### src/hdl/crc32rc_pkg.sv
// Shared widths, register map and CRC step function for the reflected CRC-32 block.
package crc32rc_pkg;

    localparam int DATA_W = 8;
    localparam int CRC_W  = 32;
    localparam int APB_DW = 32;
    localparam int ADDR_W = 3;

    // word index taken from paddr[ADDR_W-1:2]
    localparam int REG_IDX_W = ADDR_W - 2;
    localparam logic [REG_IDX_W-1:0] REG_POLYNOMIAL = '0;

    localparam logic [CRC_W-1:0] POLY_RESET = 32'hE792_105A;

    // one byte absorbed LSB first: eight shift/xor steps
    function automatic logic [CRC_W-1:0] absorb_byte(
        input logic [CRC_W-1:0]  rem,
        input logic [DATA_W-1:0] data,
        input logic [CRC_W-1:0]  poly
    );
        logic [CRC_W-1:0] r;
        r = rem ^ {{(CRC_W-DATA_W){1'b0}}, data};
        for (int i = 0; i < DATA_W; i++)
        begin
            if (r[0])
                r = (r >> 1) ^ poly;
            else
                r = r >> 1;
        end
        return r;
    endfunction

endpackage

### src/hdl/crc32rc_if.sv
// Valid/ready channel interfaces: byte requests in, CRC results out.
interface crc32rc_in_if;
    logic                             valid;
    logic                             ready;
    logic [crc32rc_pkg::DATA_W-1:0]   data_byte;
    logic                             first_byte;
    logic                             last_byte;

    modport source (output valid, data_byte, first_byte, last_byte, input ready);
    modport sink   (input valid, data_byte, first_byte, last_byte, output ready);
endinterface

interface crc32rc_out_if;
    logic                            valid;
    logic                            ready;
    logic [crc32rc_pkg::CRC_W-1:0]   crc_value;

    modport source (output valid, crc_value, input ready);
    modport sink   (input valid, crc_value, output ready);
endinterface

### src/hdl/crc32_reflected_configurable.sv
// Reflected CRC-32 engine with remainder memory, forwarding and APB polynomial register.
//
// Usage:
//   byte_in carries one message byte per request, with first_byte (restart the
//   remainder at zero) and last_byte (emit a result). crc_out carries the
//   32-bit remainder after each last byte, CRC byte 0 in bits 7:0.
//   The polynomial register sits at APB word 0 (byte addresses 0 to 3); addresses
//   4 to 7 read as zero and ignore writes. Change it only while no request is in flight.
// Timing:
//   One byte per cycle while no result is held. A byte is accepted, its
//   remainder is read from the one-entry remainder memory at that edge, and
//   the eight-step update runs from the update stage; a write from the byte
//   just ahead is forwarded. A result goes from the update stage into the
//   output register, which drives crc_out.valid directly.
// Reset:
//   Remainder reads as zero until first written; polynomial is 0xE792105A.
// Stall:
//   A held result stops the next last byte in the update stage; bytes ahead
//   of it keep flowing, and byte_in.ready drops while that last byte waits.
module crc32_reflected_configurable (
    input  logic                               clk,
    input  logic                               rst_n,
    crc32rc_in_if.sink                         byte_in,
    crc32rc_out_if.source                      crc_out,
    input  logic                               psel,
    input  logic                               penable,
    input  logic                               pwrite,
    input  logic [crc32rc_pkg::ADDR_W-1:0]     paddr,
    input  logic [crc32rc_pkg::APB_DW-1:0]     pwdata,
    output logic [crc32rc_pkg::APB_DW-1:0]     prdata,
    output logic                               pready
);

    logic [crc32rc_pkg::CRC_W-1:0]  rem_mem [0:0];

    logic [crc32rc_pkg::CRC_W-1:0]  poly_reg;
    logic                           mem_valid_reg;
    logic                           s1_valid_reg;
    logic [crc32rc_pkg::DATA_W-1:0] s1_data_reg;
    logic                           s1_first_reg;
    logic                           s1_last_reg;
    logic [crc32rc_pkg::CRC_W-1:0]  rd_data_reg;
    logic                           rd_valid_reg;
    logic                           byp_reg;
    logic [crc32rc_pkg::CRC_W-1:0]  wb_data_reg;
    logic                           out_valid_reg;
    logic [crc32rc_pkg::CRC_W-1:0]  crc_reg;

    logic                           accept;
    logic                           out_free;
    logic                           s1_adv;
    logic                           reg_hit;
    logic                           cfg_wr;
    logic [crc32rc_pkg::CRC_W-1:0]  base_rem;
    logic [crc32rc_pkg::CRC_W-1:0]  rem_next;

    assign reg_hit = (paddr[crc32rc_pkg::ADDR_W-1:2] == crc32rc_pkg::REG_POLYNOMIAL);
    assign cfg_wr  = psel && penable && pwrite && reg_hit;
    assign pready  = 1'b1;
    assign prdata  = reg_hit ? poly_reg : '0;

    assign accept   = byte_in.valid && byte_in.ready;
    assign out_free = !out_valid_reg || crc_out.ready;
    assign s1_adv   = s1_valid_reg && (!s1_last_reg || out_free);
    assign byte_in.ready = !s1_valid_reg || s1_adv;

    assign crc_out.valid     = out_valid_reg;
    assign crc_out.crc_value = crc_reg;

    // write from the byte ahead lands at the same edge as our read
    always_comb
    begin
        if (s1_first_reg)
            base_rem = '0;
        else if (byp_reg)
            base_rem = wb_data_reg;
        else if (rd_valid_reg)
            base_rem = rd_data_reg;
        else
            base_rem = '0;
        rem_next = crc32rc_pkg::absorb_byte(base_rem, s1_data_reg, poly_reg);
    end

    always_ff @(posedge clk or negedge rst_n)
    begin
        if (!rst_n)
        begin
            poly_reg      <= crc32rc_pkg::POLY_RESET;
            mem_valid_reg <= 1'b0;
            s1_valid_reg  <= 1'b0;
            rd_valid_reg  <= 1'b0;
            byp_reg       <= 1'b0;
            out_valid_reg <= 1'b0;
        end
        else
        begin
            if (cfg_wr)
                poly_reg <= pwdata[crc32rc_pkg::CRC_W-1:0];
            if (s1_adv)
                mem_valid_reg <= 1'b1;
            if (accept)
            begin
                s1_valid_reg <= 1'b1;
                rd_valid_reg <= mem_valid_reg;
                byp_reg      <= s1_adv;
            end
            else if (s1_adv)
                s1_valid_reg <= 1'b0;
            if (s1_adv && s1_last_reg)
                out_valid_reg <= 1'b1;
            else if (crc_out.ready)
                out_valid_reg <= 1'b0;
        end
    end

    always_ff @(posedge clk)
    begin
        if (accept)
        begin
            s1_data_reg  <= byte_in.data_byte;
            s1_first_reg <= byte_in.first_byte;
            s1_last_reg  <= byte_in.last_byte;
            rd_data_reg  <= rem_mem[0];
        end
        if (s1_adv)
        begin
            rem_mem[0]  <= rem_next;
            wb_data_reg <= rem_next;
        end
        if (s1_adv && s1_last_reg)
            crc_reg <= rem_next;
    end

endmodule

### src/flat_wrapper.sv
// flat-port wrapper written by rule: the top's interface ports become plain ports
module crc32_reflected_configurable_flat 
  (clk, rst_n, psel, penable, pwrite, paddr, pwdata, prdata, pready, byte_in_valid, byte_in_data_byte, byte_in_first_byte, byte_in_last_byte, byte_in_ready, crc_out_valid, crc_out_crc_value, crc_out_ready);
  crc32rc_in_if byte_in_i ();
  crc32rc_out_if crc_out_i ();
  input  logic clk;
  input  logic rst_n;
  input  logic psel;
  input  logic penable;
  input  logic pwrite;
  input  logic [crc32rc_pkg::ADDR_W-1:0] paddr;
  input  logic [crc32rc_pkg::APB_DW-1:0] pwdata;
  output logic [crc32rc_pkg::APB_DW-1:0] prdata;
  output logic pready;
  input wire logic [$bits(byte_in_i.valid)-1:0] byte_in_valid;
  input wire logic [$bits(byte_in_i.data_byte)-1:0] byte_in_data_byte;
  input wire logic [$bits(byte_in_i.first_byte)-1:0] byte_in_first_byte;
  input wire logic [$bits(byte_in_i.last_byte)-1:0] byte_in_last_byte;
  output wire logic [$bits(byte_in_i.ready)-1:0] byte_in_ready;
  output wire logic [$bits(crc_out_i.valid)-1:0] crc_out_valid;
  output wire logic [$bits(crc_out_i.crc_value)-1:0] crc_out_crc_value;
  input wire logic [$bits(crc_out_i.ready)-1:0] crc_out_ready;
  assign byte_in_i.valid = byte_in_valid;
  assign byte_in_i.data_byte = byte_in_data_byte;
  assign byte_in_i.first_byte = byte_in_first_byte;
  assign byte_in_i.last_byte = byte_in_last_byte;
  assign byte_in_ready = byte_in_i.ready;
  assign crc_out_valid = crc_out_i.valid;
  assign crc_out_crc_value = crc_out_i.crc_value;
  assign crc_out_i.ready = crc_out_ready;
  crc32_reflected_configurable u_core (.clk(clk), .rst_n(rst_n), .byte_in(byte_in_i), .crc_out(crc_out_i), .psel(psel), .penable(penable), .pwrite(pwrite), .paddr(paddr), .pwdata(pwdata), .prdata(prdata), .pready(pready));
endmodule
### config.mk
export PLATFORM = sky130hd
export DESIGN_NAME = crc32_reflected_configurable_flat
export DESIGN_NICKNAME = d
export VERILOG_FILES = /design/src/hdl/crc32rc_pkg.sv /design/src/hdl/crc32rc_if.sv /design/src/hdl/crc32_reflected_configurable.sv /design/src/flat_wrapper.sv
export SDC_FILE = /design/constraint.sdc
export NUM_CORES = 1
export LEC_CHECK = 0
export BUFFER_PORTS_ARGS = -buffer_cell sky130_fd_sc_hd__buf_2
export CAP_MARGIN = 15
export CORE_MARGIN = 3
export CORE_UTILIZATION = 45
export CTS_CLUSTER_SIZE = 25
export DETAILED_ROUTE_END_ITERATION = 16
export GPL_ROUTABILITY_DRIVEN = 0
export GPL_TIMING_DRIVEN = 0
export PLACE_DENSITY = 0.68
export SYNTH_ARGS = -nofsm -noshare
export SYNTH_HDL_FRONTEND = slang
export SYNTH_SLANG_ARGS = --single-unit
### constraint.sdc
create_clock -name clk -period 6.4 [get_ports clk]
set_input_delay 1.28 -clock clk [delete_from_list [all_inputs] [get_ports clk]]
set_output_delay 1.28 -clock clk [all_outputs]
set_load 0.02 [all_outputs]
==> flow_summary.ini, run 1 <==
[status]
status = complete, no violations

[sta]
grt_setup_unrepaired = false
setup_violations = 0
hold_viol_final = 0
fin_tns_setup_ns = 0
drv_slew = 0
skew_ns = 0.0112
fin_ws_ns = 1.02
finalCriticalPeriod_ns = 5.38
relSlewSlack_pct = 36.6
max_freq_mhz = 186
worstMarginPinSlew_ns = 0.951
period_share_pct = 84.0

[logic_synthesis]
syn_area_um2 = 9450
synthesis.instances = 981
synth_edf_count = 106
synthTopCellsByArea = edfxtp_1 (34%), xnor2_1 (21%), nand2_1 (9.6%)
ys_seq_area_share_pct = 43.6
ys_warn_count = 0
synth-seq-cells = 143
synth_nets = 1033
synthArstFlopShare_pct = 25.9
synth_top_area_share_pct = 33.7
synth.distinct_cells = 68
syn_area_per_cell_um2 = 9.64
synth_ff_type = edfxtp_1
synth_top_area_cell = edfxtp_1

[clock_tree]
cts_tree = built
htree_levels = 4
cts_buffers = 17
ctsHoldBuffers = 0
clk_pin_slew_ns = 0.06
clock_path_buffers = 2
post_cts_buffers = 0
post_cts_resized = 0
clkSinkCount = 143
cts_root_buf = clkbuf_16
worstSkewPairLatency_ns = 0.43

[die]
start_util_pct = 46.3
dieHeight_um = 151
ioPinCount = 119
rows = 52
core-area_um2 = 20400
fp.dieW_um = 151
dieArea_um2 = 22800

[placed_design]
dp_hpwl_mm = 16.4
place_worst_setup_slack_ns = 1.10
io_buffers = 115
dpl_cell_area_um2 = 10400

[setup_path]
crit_path_end_kind = flop
worstPathArrival_ns = 5.53
start_kind = flop
crit_required_ns = 6.56
path_max_fanout = 10
crit_type = flop to flop

[cells_and_area]
fill_cells = 1871
final_nets = 1169
n_antenna_cell = 0
drive_above_1_share_pct = 19.9
finalInstanceArea_um2 = 10900
final_cell_mix = nand2_1 (241), xnor2_1 (226), buf_2 (131), edfxtp_1 (106), clkbuf_1 (58)
area_growth_pct = 15.8
final_common_cell = nand2_1

[routing]
drt-initial-drc-count = 596
drc = 0
vias_per_cell = 5.19
vias = 7266
avgRoutedWirePerCell_um = 16.8
ant_nets = 0
drt_first_pass_iters = 5
wirelength_mm = 23.5

[global_route]
track_usage_pct = 20.7
grt_pass1_wl_mm = 36.6
grt_pass1_vias = 6792
grt_overflow_total = 0
grt_max_degree = 38
antenna_found_initial = 0

[run]
cap_violations = 0

[hold_path]
hold_path.class = flop to flop
==> final timing paths <==
check	startpoint	slack, ns	endpoint	cells after the start
max in group asynchronous	rst_n	4.80	u_core.poly_reg[21]$_DFFE_PN0P_	1
min in group asynchronous	rst_n	1.01	u_core.poly_reg[2]$_DFFE_PN0P_	1
max reg2reg	u_core.s1_first_reg$_DFFE_PP_	1.02	u_core.rem_mem[0][15]$_DFFE_PP_	15
min	u_core.rem_mem[0][1]$_DFFE_PP_	0.44	u_core.rd_data_reg[1]$_DFFE_PP_	0
min reg2reg	u_core.rem_mem[0][1]$_DFFE_PP_	0.44	u_core.rd_data_reg[1]$_DFFE_PP_	0
max	u_core.s1_first_reg$_DFFE_PP_	1.02	u_core.rem_mem[0][15]$_DFFE_PP_	15
==> layer usage <==
layer | up-vias | GRT usage [%] | routed length, um | part of all wire (%)
met5 | - | 0 | 0 | 0
met3 | 29 | 3.92 | 1210 | 5.1
met4 | 0 | 4.94 | 345 | 1.5
met1 | 3476 | 29.5 | 11100 | 47
li1 | 3538 | - | - | -
met2 | 223 | 32.7 | 10800 | 46
==> metrics by stage <==
| stage | utilization, % | hold WS, ns | instances |
|---|---|---|---|
| 3_3_place_gp | 50.7 | 0.423 | 1366 |
| 2_1_floorplan | - | 0.418 | 981 |
| 5_1_grt | 53.6 | 0.445 | 1400 |
| 4_1_cts | 53.6 | 0.443 | 1400 |
| 6_report | 53.6 | 0.441 | 1400 |
| 3_5_place_dp | 51.0 | 0.437 | 1368 |
==> critical path, stage by stage (launching register included) <==
cell      delay [ns]
edfxtp_1        0.48
and4bb_1        0.45
or3b_1          0.15
buf_2           0.16
nand3_1         0.22
a211o_1         0.38
and3_4          0.20
or4_1           0.51
a31o_1          0.27
a211oi_4        0.37
mux2i_1         0.28
xor2_1          0.58
clkbuf_1        0.46
nand2_1         0.13
xnor2_1         0.31
xnor2_1         0.14
==> cells in the mapped netlist (6+ instances only) <==
library cell / number
a211oi_1: 6
dfrtp_1: 23
a21oi_1: 11
edfxtp_1: 106
nor2b_1: 27
inv_1: 8
buf_2: 16
nor2_1: 50
nand2_1: 241
clkbuf_1: 56
a22oi_1: 30
xnor2_1: 226
o21ai_0: 12
and2_1: 6
xor2_1: 15
buf_1: 7
nand3_1: 11
mux2_2: 34
dfstp_2: 14
==> cells by family (layout without fill, tap and decap cells) <==
kind of cell / Yosys count / count (layout) / share of synthesized area [%]
buffers and inverters: 88 / 237 / 3.75
XOR/XNOR: 244 / 244 / 23.0
flip-flops: 143 / 143 / 43.6
multiplexers: 38 / 38 / 4.53
AO/OA/AOI/OAI: 100 / 100 / 8.06
AND/OR/NAND/NOR: 367 / 367 / 17.0
other: 1 / 1 / 0.0397
==> cell type report <==
cell class	instances	area, um^2	share of cell area, %
inverters	8	30.0	0.274
repair buffers	117	616	5.62
multi-input cells	750	4990	45.5
flip-flops and latches	143	4130	37.7
clock buffers	21	460	4.21
clock inverters	11	67.6	0.617
well taps	270	338	3.09
plain buffers	80	324	2.96
Power of run 1 is not shown: default switching activity piles up to over one toggle a cycle in this logic, so the estimate is an artifact.
==> inputs of run 2 (changes only) <==
Settings changed: PLACE_DENSITY 0.68 to 0.71.
Clock period 6.4 ns to 4.48 ns, I/O delays scaled along.
==> run 2 against run 1 <==
The flow now finishes with violations (negative setup slack); utilization increased by 3.5 points; count of clock-buffer cells in the layout decreased by 3; routed wire length increased by 5.4%; fmax increased by 20%; final area increased by 6.5%; final cell count increased by 1.6%; register-to-register slack got worse by 1.0 ns; flip-flop and latch count unchanged; first-iteration DRC count increased by 8.9%; worst setup slack got worse by 1.0 ns; critical path depth increased by 4; sequential share of layout area decreased by 2.3 points; critical path type unchanged; critical endpoint is now u_core.crc_out.crc_value[30]$_DFFE_PP_; highest routed layer unchanged.
==> flow_summary.ini, run 2 (same netlist as run 1, synthesis figures left out) <==
[cells_and_area]
fill_cells = 1718
final_common_cell = nand2_1
multi_input_area_um2 = 5400
final_cell_mix = nand2_1 (235), xnor2_1 (207), buf_2 (121), edfxtp_1 (106), nor2_1 (48)
n_antenna_cell = 0
final_nets = 1191
fin_cells = 1422
seqCellArea_um2 = 4130
area_growth_pct = 23.4
drive_above_1_share_pct = 27.1

[global_route]
grt_overflow_total = 0
grt_max_degree = 38
grt_pass1_vias = 7018
grt_pass1_wl_mm = 37.7
track_usage_pct = 21.3
antenna_found_initial = 0

[die]
core-area_um2 = 20400
rows = 52
dieHeight_um = 151
fp.dieW_um = 151
start_util_pct = 46.3
ioPinCount = 119
dieArea_um2 = 22800

[setup_path]
crit_end = u_core.crc_out.crc_value[30]$_DFFE_PP_
reg2reg_slack_ns = -0.007
worstPathArrival_ns = 4.78
crit_path_end_kind = flop
start_kind = flop
path_delay_family = compound AO/OA/AOI/OAI gates
ff2ff_path_depth = 19
max_stage_delay_ns = 0.50
crit_chain = buf_6 > and3b_2 > buf_4 > nor3b_4 > a2111oi_2 > a2111o_1 > xor2_1 > or4_4 > a31o_1 > a211oi_4 > buf_6 > mux2i_2 > xor2_2 > buf_4 > buf_6 > nand2_1 > mux2_2 > o211ai_1 > buf_4
r2r_start = u_core.byp_reg$_DFFE_PN0P_
crit_required_ns = 4.77
path_max_fanout = 8
cpMaxStageDelayCell = or4_4
path_depth = 19
crit_type = flop to flop
path_buf_inv = 6
startpoint = u_core.byp_reg$_DFFE_PN0P_
worstReg2RegEnd = u_core.crc_out.crc_value[30]$_DFFE_PP_

[hold_path]
hp-start = u_core.rem_mem[0][1]$_DFFE_PP_
holdPathStages = 0
hold_path.class = flop to flop

[status]
violations = negative setup slack
status = finished with violations

[clock_tree]
htree_levels = 4
worstSkewPairLatency_ns = 0.43
cts_tree = built
cts_root_buf = clkbuf_16
ctsHoldBuffers = 0
clk_pin_slew_ns = 0.06
cts_buffers = 17
clock_path_buffers = 2
clkSinkCount = 143

[routing]
drc = 0
route.met2.wl_mm = 11.6
met1_length_mm = 10.9
routed.top_layer = met4
avgRoutedWirePerCell_um = 17.4
drt-initial-drc-count = 649
vias_per_cell = 5.31
drt_first_pass_iters = 5
wirelength_mm = 24.8
route.met3.wl_mm = 1.73
ant_nets = 0
vias = 7551

[run]
cap_violations = 0

[sta]
hold_viol_final = 0
worstMarginPinSlew_ns = 0.938
fin_ws_ns = -0.00713
setup_violations = 1
finalCriticalPeriod_ns = 4.49
skew_ns = 0.0140
drv_slew = 0
period_share_pct = 100
grt_setup_unrepaired = true
max_freq_mhz = 223
relSlewSlack_pct = 37.4

[placed_design]
dpl.cell_count = 1368
dp_hpwl_mm = 16.3
io_buffers = 115
[run 2: how the worst min path moves through the flow]
| stage | to | slack (ns) |
|---|---|---|
| floorplan | u_core.rd_data_reg[1]$_DFFE_PP_ | 0.42 |
| global placement | u_core.rd_data_reg[1]$_DFFE_PP_ | 0.42 |
| detailed placement | u_core.rd_data_reg[1]$_DFFE_PP_ | 0.43 |
| CTS | u_core.rd_data_reg[1]$_DFFE_PP_ | 0.43 |
| global route | u_core.rd_data_reg[0]$_DFFE_PP_ | 0.45 |
| finish | u_core.rd_data_reg[1]$_DFFE_PP_ | 0.44 |
[run 2: layer usage]
| metal | global-route usage (%) | vias to the layer above |
|---|---|---|
| li1 | - | 3593 |
| met5 | 0 | - |
| met1 | 29.6 | 3610 |
| met2 | 33.4 | 298 |
| met4 | 6.89 | 0 |
| met3 | 4.43 | 50 |
[run 2: layout make-up]
type,instances,share of cell area (%)
multi-input combinational,750,46.3
inverter,8,0.257
sequential,143,35.4
clock inverter,14,1.21
tap,270,2.90
buffer,78,3.38
timing repair buffer,141,6.95
clock buffer,18,3.68
[run 2: repair_timing]
action | CTS | global route
setup buffers | 12 | 10
gates cloned | 1 | 1
setup endpoints to repair | 64 | 64
resized for setup | 52 | 65
pin swaps | 10 | 14
[run 2: stage by stage]
step	TNS (ns)	worst slack (ns)	utilization [%]	area [um^2]	hold slack, ns
global route	-10.80	-0.196	57.1	11700	0.449
global placement	-74.51	-1.25	50.7	10400	0.423
CTS	0	0.00173	55.3	11300	0.435
detailed placement	-31.94	-0.693	51.0	10400	0.432
finish	-0.00713	-0.00713	57.1	11700	0.438
floorplan	0	0.176	-	9450	0.418
Power of run 2 is left out for the same reason.
==> inputs of run 3 (changes only) <==
Settings changed: CORE_ASPECT_RATIO set to 0.6, REMOVE_ABC_BUFFERS set to 1.
==> run 3 against run 2 <==
The flow still finishes with violations (negative setup slack); die area grew 0.25%; largest cell class unchanged; sequential share of layout area down 2.1 points; flip-flop and latch count did not move; final area increased by 6.7%; count of clock-buffer cells in the layout is 2 higher; routed wire length is 12% higher; via count is 3.2% higher; global-route usage grew 3.0 points; critical path depth unchanged.
==> flow_summary.ini, run 3 (same netlist as run 1, synthesis figures left out) <==
[die]
rows = 40
fp.dieW_um = 193
dieHeight_um = 118
dieArea_um2 = 22800
core-area_um2 = 20300
start_util_pct = 46.5
ioPinCount = 119

[sta]
relSlewSlack_pct = 31.9
skew_ns = 0.0122
finalCriticalPeriod_ns = 4.82
worstMarginPinSlew_ns = 1.02
setup_violations = 64
grt_setup_unrepaired = true
period_share_pct = 108
fin_ws_ns = -0.339
hold_viol_final = 0
max_freq_mhz = 207
drv_slew = 0

[routing]
drt-initial-drc-count = 950
vias = 7792
ant_nets = 0
vias_per_cell = 5.60
drt_first_pass_iters = 6
drc = 0
wirelength_mm = 27.8
avgRoutedWirePerCell_um = 20.0

[cells_and_area]
final_nets = 1157
final_common_cell = nand2_1
n_antenna_cell = 0
final_cell_mix = nand2_1 (211), xnor2_1 (178), buf_2 (115), edfxtp_1 (106), nor2_1 (49)
multi_input_area_um2 = 5990
fin_cells = 1391
fill_cells = 1634
area_growth_pct = 31.6
drive_above_1_share_pct = 35.1
post-route-util_pct = 61.2
seqCellArea_um2 = 4140

[setup_path]
max_stage_delay_ns = 0.53
cp_common_cell = xnor2_4
start_kind = flop
crit_path_end_kind = flop
crit_required_ns = 4.65
worstPathArrival_ns = 4.99
path_delay_family = compound AO/OA/AOI/OAI gates
path_max_fanout = 7
crit_type = flop to flop
cpMaxStageDelayCell = edfxtp_1
path_buf_inv = 6
crit_chain = nand3b_1 > buf_4 > buf_4 > a21oi_4 > a2111oi_4 > a2111o_1 > buf_12 > xor2_4 > or4_4 > a31o_4 > a211oi_4 > buf_6 > mux2_4 > xnor2_4 > xnor2_4 > buf_12 > buf_8 > nand2_4 > xnor2_4

[global_route]
antenna_found_initial = 0
grt_pass1_wl_mm = 42.6
track_usage_pct = 24.3
grt_pass1_vias = 7442
grt_max_degree = 38
grt_overflow_total = 0

[clock_tree]
cts_root_buf = clkbuf_16
ctsHoldBuffers = 0
htree_levels = 4
worstSkewPairLatency_ns = 0.44
clk_pin_slew_ns = 0.06
clock_path_buffers = 2
cts_tree = built
cts_buffers = 17
clkSinkCount = 143

[run]
cap_violations = 0

[placed_design]
dpl.cell_count = 1300
io_buffers = 115
dp_hpwl_mm = 16.5

[status]
status = finished with violations
violations = negative setup slack

[hold_path]
hold_path.class = flop to flop
[run 3: metrics by stage]
stage               setup slack [ns]  cell area, um^2  setup TNS (ns)  hold WS, ns
detailed placement             -2.23            10300         -132.83        0.436
CTS                           -0.239            12100          -12.86        0.449
global route                  -0.453            12400          -24.93        0.465
finish                        -0.339            12400          -18.03        0.450
global placement               -5.53            10000         -484.43        0.430
floorplan                      -2.05             9130         -143.21        0.418
[run 3: area by class of cell]
class	instances	share of cell area, %
Timing Repair Buffer	182	10.7
Sequential cell	143	33.3
Inverter	8	0.271
Multi-Input combinational cell	753	48.1
Clock inverter	12	1.13
Clock buffer	20	3.75
Tap cell	273	2.75
[run 3: path summary, 6_finish.rpt]
path,start,endpoint,cells after the start,slack (ns)
min in group asynchronous,rst_n,u_core.crc_out.valid$_DFFE_PN0P_,1,0.64
max,u_core.s1_first_reg$_DFFE_PP_,u_core.crc_out.crc_value[14]$_DFFE_PP_,19,-0.34
min,u_core.rem_mem[0][11]$_DFFE_PP_,u_core.rd_data_reg[11]$_DFFE_PP_,0,0.45
max in group asynchronous,rst_n,u_core.poly_reg[0]$_DFFE_PN0P_,1,3.08
min reg2reg,u_core.rem_mem[0][11]$_DFFE_PP_,u_core.rd_data_reg[11]$_DFFE_PP_,0,0.45
max reg2reg,u_core.s1_first_reg$_DFFE_PP_,u_core.crc_out.crc_value[14]$_DFFE_PP_,19,-0.34
[run 3: repair_timing]
item	4_1_cts	5_1_grt
buffers inserted	46	11
gates cloned	4	0
pin swaps	49	26
gates resized for setup	132	48
setup endpoints to repair	64	64
[run 3: worst reg2reg max path, delay by kind of cell, from the launching register on]
family | cells | cell delay, ns
AOI/OAI and AO/OA | 5 | 1.19
muxes | 1 | 0.34
DFF | 1 | 0.53
buffers and inverters | 6 | 0.90
xor gates and xnor gates | 4 | 0.82
and+or+nand+nor | 3 | 0.76
[run 3: metal layers]
metal	part of all wire, %	wire, um	vias up	global-route usage, %
met2	44	12200	409	34.3
met4	1.6	457	0	7.40
met5	0	0	-	0
met1	45	12600	3825	36.5
li1	-	-	3518	-
met3	9.4	2600	40	6.05
Power of run 3 is left out for the same reason.
